--- src/hdl/apq_pkg.sv ---
// Shared types and codes for the array priority queue.
// No dependencies; used by apq_cell and array_priority_queue.
package apq_pkg;

  typedef enum logic [1:0] {
    MODE_ENQ  = 2'd0,
    MODE_DEQ  = 2'd1,
    MODE_PEEK = 2'd2
  } mode_t;

  typedef enum logic [1:0] {
    STATUS_OK    = 2'd0,
    STATUS_EMPTY = 2'd1,
    STATUS_FULL  = 2'd2
  } status_t;

  localparam int VALUE_W = 32;
  localparam int PRIO_W  = 8;
  localparam int FILL_W  = 7;

  typedef struct packed {
    logic [1:0]                mode;
    logic signed [VALUE_W-1:0] value;
    logic [PRIO_W-1:0]         priority_req;
  } req_item_t;

  typedef struct packed {
    logic [1:0]                status;
    logic signed [VALUE_W-1:0] out_value;
    logic [PRIO_W-1:0]         out_priority;
    logic [FILL_W-1:0]         fill;
  } rsp_item_t;

  // Row-wide command broadcast to every cell.
  typedef struct packed {
    logic insert;
    logic remove;
  } cell_ctl_t;

endpackage

--- src/hdl/apq_cell.sv ---
// One storage cell of the priority queue row.
// Depends on apq_pkg; instantiated by array_priority_queue.
module apq_cell #(
  parameter int IDX = 0,
  parameter int CW  = 7,
  parameter int PB  = 8
) (
  input  logic                               clk,
  input  apq_pkg::cell_ctl_t                 ctl,
  input  logic [CW-1:0]                      count,
  input  logic signed [apq_pkg::VALUE_W-1:0] new_value,
  input  logic [PB-1:0]                      new_prio,
  input  logic                               left_keep,
  input  logic signed [apq_pkg::VALUE_W-1:0] left_value,
  input  logic [PB-1:0]                      left_prio,
  input  logic signed [apq_pkg::VALUE_W-1:0] right_value,
  input  logic [PB-1:0]                      right_prio,
  output logic                               keep,
  output logic signed [apq_pkg::VALUE_W-1:0] value,
  output logic [PB-1:0]                      prio
);
  import apq_pkg::*;

  // Held entry that outranks (or ties with, being older) the new one stays put.
  assign keep = (CW'(IDX) < count) && (prio >= new_prio);

  always_ff @(posedge clk) begin
    if (ctl.insert && !keep) begin
      if (left_keep) begin
        value <= new_value;
        prio  <= new_prio;
      end else begin
        value <= left_value;
        prio  <= left_prio;
      end
    end else if (ctl.remove) begin
      value <= right_value;
      prio  <= right_prio;
    end
  end

endmodule

--- config.mk ---
export PLATFORM = sky130hd
export DESIGN_NAME = apq_cell
export DESIGN_NICKNAME = d
export VERILOG_FILES = /design/src/hdl/apq_pkg.sv /design/src/hdl/apq_cell.sv
export SDC_FILE = /design/constraint.sdc
export NUM_CORES = 1
export LEC_CHECK = 0
export BUFFER_PORTS_ARGS = -buffer_cell sky130_fd_sc_hd__buf_2
export CORE_UTILIZATION = 35
export DETAILED_ROUTE_END_ITERATION = 8
export GPL_TIMING_DRIVEN = 1
export PLACE_DENSITY_LB_ADDON = 0.3
export RECOVER_POWER = 100
export SETUP_SLACK_MARGIN = 0.5
export SLEW_MARGIN = 20
export SYNTH_ARGS = -nofsm -noshare
export SYNTH_HDL_FRONTEND = slang
export SYNTH_SLANG_ARGS = --single-unit
export TNS_END_PERCENT = 100
--- constraint.sdc ---
create_clock -name clk -period 3.1 [get_ports clk]
set_input_delay 0.155 -clock clk [delete_from_list [all_inputs] [get_ports clk]]
set_output_delay 0.155 -clock clk [all_outputs]
set_load 0.01 [all_outputs]
# ---- Yosys cells after proc, flatten, opt, wreduce, memory -nomap -nowiden
# Cells that the tools add are included.
dict set report word_totals {
  word_cells 14
  regBits 40
  output_inout_bits 41
  inputBits 131
}
dict set report classes {
  n_mux 6
  n_lt_le_gt_ge 2
  reduce_logical 4
}
# op count
set ops {}
lappend ops {{2-to-1 mux 32 bit} 3}
lappend ops {{2-to-1 mux 8 bit} 3}
lappend ops {{greater-or-equal comparator 8 bit} 1}
lappend ops {{< comparator 1 x 7 -> 1 bit (first input constant)} 1}
lappend ops {{logical AND 1 bit} 2}
lappend ops {{nonzero test 2 bit} 1}
lappend ops {{zero test 1 bit} 1}

# ---- Depth between registers and ports, before layout
dict set report logic_depth {
  ltp_word 5
  ltp_mapped 8
  ltp_nobuf 7
}

# ---- Worst setup path before layout
# Ideal clock, no wire load.
dict set report synth_path {
  kind {reg2reg}
  start {register prio[5]}
  end {register prio[0] (enable)}
  t_arrival_ns 2.234
  setup_time_ns 0.380
  setup_slack_ns 0.486
  period_less_slack_ns 2.614
  path_stages_with_launch 8
  path_buffers 1
  path_cell_list {edfxtp_1 ha_1 a211o_2 a21oi_1 o2111ai_2 nand2_4 buf_12 or2_2}
}
dict set report synth_between {
  elab_chain_cells 5
}
# item line_no
set synth_lines {}
lappend synth_lines {{from (decl)} apq_cell.sv:20} ;# output logic [PB-1:0] prio
lappend synth_lines {{from (signal assigned)} apq_cell.sv:31} ;# prio <= new_prio;
lappend synth_lines {{from (signal assigned)} apq_cell.sv:34} ;# prio <= left_prio;
lappend synth_lines {{from (signal assigned)} apq_cell.sv:38} ;# prio <= right_prio;
lappend synth_lines {{greater-or-equal comparator 8 bit} apq_cell.sv:25} ;# assign keep = (CW'(IDX) < count) && (prio >= new_prio);
lappend synth_lines {{logical AND 1 bit} apq_cell.sv:25}
lappend synth_lines {{zero test 1 bit} apq_cell.sv:28} ;# if (ctl.insert && !keep) begin
lappend synth_lines {{logical AND 1 bit} apq_cell.sv:28}
lappend synth_lines {{nonzero test 2 bit (no line)} --}
# No other way between the ends.
# A chain may end at the register's enable or synchronous reset.

# ---- Worst setup path after layout
dict set report layout_path {
  start {register prio[5]}
  end {register value[29] (netlist bit) (data pin)}
}
dict set report layout_between {
  elab_chain_cells 5
}
# item line_no
set layout_lines {}
lappend layout_lines {{greater-or-equal comparator 8 bit} apq_cell.sv:25}
lappend layout_lines {{logical AND 1 bit} apq_cell.sv:25}
lappend layout_lines {{zero test 1 bit} apq_cell.sv:28}
lappend layout_lines {{logical AND 1 bit} apq_cell.sv:28}
lappend layout_lines {{2-to-1 mux 32 bit} apq_cell.sv:28}
lappend layout_lines {{to (signal assigned)} apq_cell.sv:30} ;# value <= new_value;
lappend layout_lines {{to (signal assigned)} apq_cell.sv:33} ;# value <= left_value;
lappend layout_lines {{to (signal assigned)} apq_cell.sv:37} ;# value <= right_value;
lappend layout_lines {{to (decl)} apq_cell.sv:19} ;# output logic signed [apq_pkg::VALUE_W-1:0] value,
# No other way between the ends.

==> metrics.yaml <==
status:
  status: "completed"
setup_path:
  rr_startpoint: "prio[5]"
  cp.required_ns: 3.14
  critPathArrivalTime_ns: 2.73
  crit_path_start_kind: "flop"
  endpoint: "value[29]"
  critPathMaxFanout: 20
  r2r-end: "value[29]"
  cp-startpoint: "prio[5]"
  reg2reg_slack_ns: 0.41
  end_kind: "flop"
  r2r_cells: 7
  crit_type: "reg2reg"
synthesis:
  synth_seq_area_share: 0.458
  async_flop_share: 0
  synth.avg_cell_area_um2: 16.2
  ys_types: 21
  yosys-top-cells-count: "41 x mux2_2, 40 x edfxtp_1, 39 x mux2_4"
  yosysMostFrequentCell: "mux2_2"
  netlist_area_um2: 2620
  synth_edf_count: 40
  synth_top_area_frac: 0.458
  synth_cells: 162
  synth_ff_type: "edfxtp_1"
  synth_area_leaders: "edfxtp_1 46%, mux2_4 22%, mux2_2 18%, ha_1 3.8%, buf_12 3.1%"
  synth_nets: 301
  synth_warnings: 0
  ys_ff_latch: 40
  yosysTopAreaCell: "edfxtp_1"
global_routing:
  antenna_found_initial: 0
  grt-ovfl-total: 0
  grt_start_max_net_pins: 41
  grt_first_pass_wirelength_um: 8870
  grt_pass1_vias: 1951
  globalRouteTotalUtil: 0.152
power_and_ir_drop:
  peakVddDrop_uv: 213
  p_per_area_nw_per_um2: 585
  p_leak_nw: 1.56
timing:
  fin_crit_ns: 2.69
  finalClockSkew_ns: 0.00555
  finalHoldViolations: 0
  max_slew_margin: 0.360
  finalSetupTns_ns: 0
  rsz0062_at_grt: "no"
  setup_slack_ns: 0.407
  setup_viol: 0
  worstMarginPinSlew_ns: 0.960
  final_max_slew_viol_count: 0
  fmax_ghz: 0.371
  final.period_utilization: 0.869
detailed_routing:
  vias: 1968
  routed_wl_um: 6110
  drt-pass1-iter-count: 4
  detail-route-antenna-nets: 0
  vias_per_cell: 4.53
  drt_iter0_markers: 39
  wire_per_inst_um: 14.1
  drcViolationCount: 0
floorplanning:
  dieArea_um2: 7850
  start_util: 0.362
  rows: 31
  core-area_um2: 7250
  io_pins: 172
  fp.dieH_um: 88.6
  die_w_um: 88.6
cts:
  cts_buffers: 5
  path_clk_slew_ns: 0.08
  cts_tree: "done"
  holdBufCountCts: 0
  post-cts-setup-buffer-count: 0
  cts_root_buf: "clkbuf_8"
  cts_num_sinks: 40
  cts.path.max_buffers: 2
  clk_latency_ns: 0.28
  cts_max_level: 2
  cts_resized: 0
place:
  dp_slack_ns: 0.619
  routabilityCongestion: 0.778
  hpwl_um: 4830
  io_buffers: 171
layout:
  nNetsFinal: 473
  area_delta_synth_final_pct: 32.7
  post-route-util: 0.480
  multi_input_area_um2: 1230
  fillers: 705
  antenna_cells: 0
  regArea_um2: 1200
  drive_gt1_frac: 0.618
job:
  max-cap-violations: 0
hold_path:
  hold_path_class: "in2reg"
-- where the power goes --
group	switching [mW]	internal, mW	total (mW)
Sequential	0.0507	0.823	0.873
Combinational	0.429	0.402	0.831
Clock	0.174	0.157	0.331
-- cell type report --
cell class                 count  area share
sequential                    40       0.345
timing repair buffer         173       0.235
inverter                       9     0.00970
clock buffer                   7      0.0219
multi-input combinational    105       0.352
clock inverter                 1     0.00108
tap                           99      0.0356
-- cells in the final DEF (no fill, tap or decap), drive strengths merged, types with 2 or more instances in the layout --
cell    count
a211oi      2
ha          8
mux2       80
clkbuf     49
a21oi       2
edfxtp     40
o21ai       3
inv         9
buf       131
nand2       2
-- logic make-up (layout without fill, tap and decap cells) --
kind of cell    after synthesis  count (layout)  share of synthesized area
flops                        40              40                      0.458
mux                          80              80                      0.399
simple gates                  7               7                     0.0267
buf+inv                      17             190                     0.0491
fa+ha+maj                     8               8                     0.0382
compound gates               10              10                     0.0291
-- through the flow --
| stage | total power [mW] | std cells | hold WS [ns] | cell area (um^2) |
|---|---|---|---|---|
| 2_1_floorplan | 1.58 | 162 | 0.373 | 2630 |
| 3_3_place_gp | 1.82 | 426 | 0.457 | 3530 |
| 3_5_place_dp | 1.84 | 426 | 0.459 | 3530 |
| 4_1_cts | 2.18 | 434 | 0.153 | 3610 |
| 5_1_grt | 2.17 | 434 | 0.145 | 3480 |
| 6_report | 2.04 | 434 | 0.154 | 3480 |
-- state kept, by name (all words and copies together) (netlist names) --
register and cells:
prio 8, value 32
-- routing by layer --
metal / track usage / share of wire
met5: 0 / 0
met4: 0.0557 / 0.018
met3: 0.0560 / 0.094
met2: 0.263 / 0.47
met1: 0.171 / 0.41
-- worst max-delay path: stages, from the launching register on --
cell and delay [ns]:
edfxtp_1 0.40, ha_1 0.30, a211o_2 0.31, a211oi_1 0.30
o21ai_2 0.11, nand2_4 0.07, clkbuf_2 0.58, mux2_4 0.35
-- worst min-delay path by stage --
stage,start,end,cells past startpoint
after floorplan,right_prio[0],prio[0],1
after global placement,right_prio[1],prio[1],2
after detailed placement,right_prio[3],prio[3],2
after CTS,right_value[26],value[26],2
after global routing,right_value[7],value[7],2
final,right_value[5],value[5],2
No activity file was read; power rests on OpenSTA's default activity.
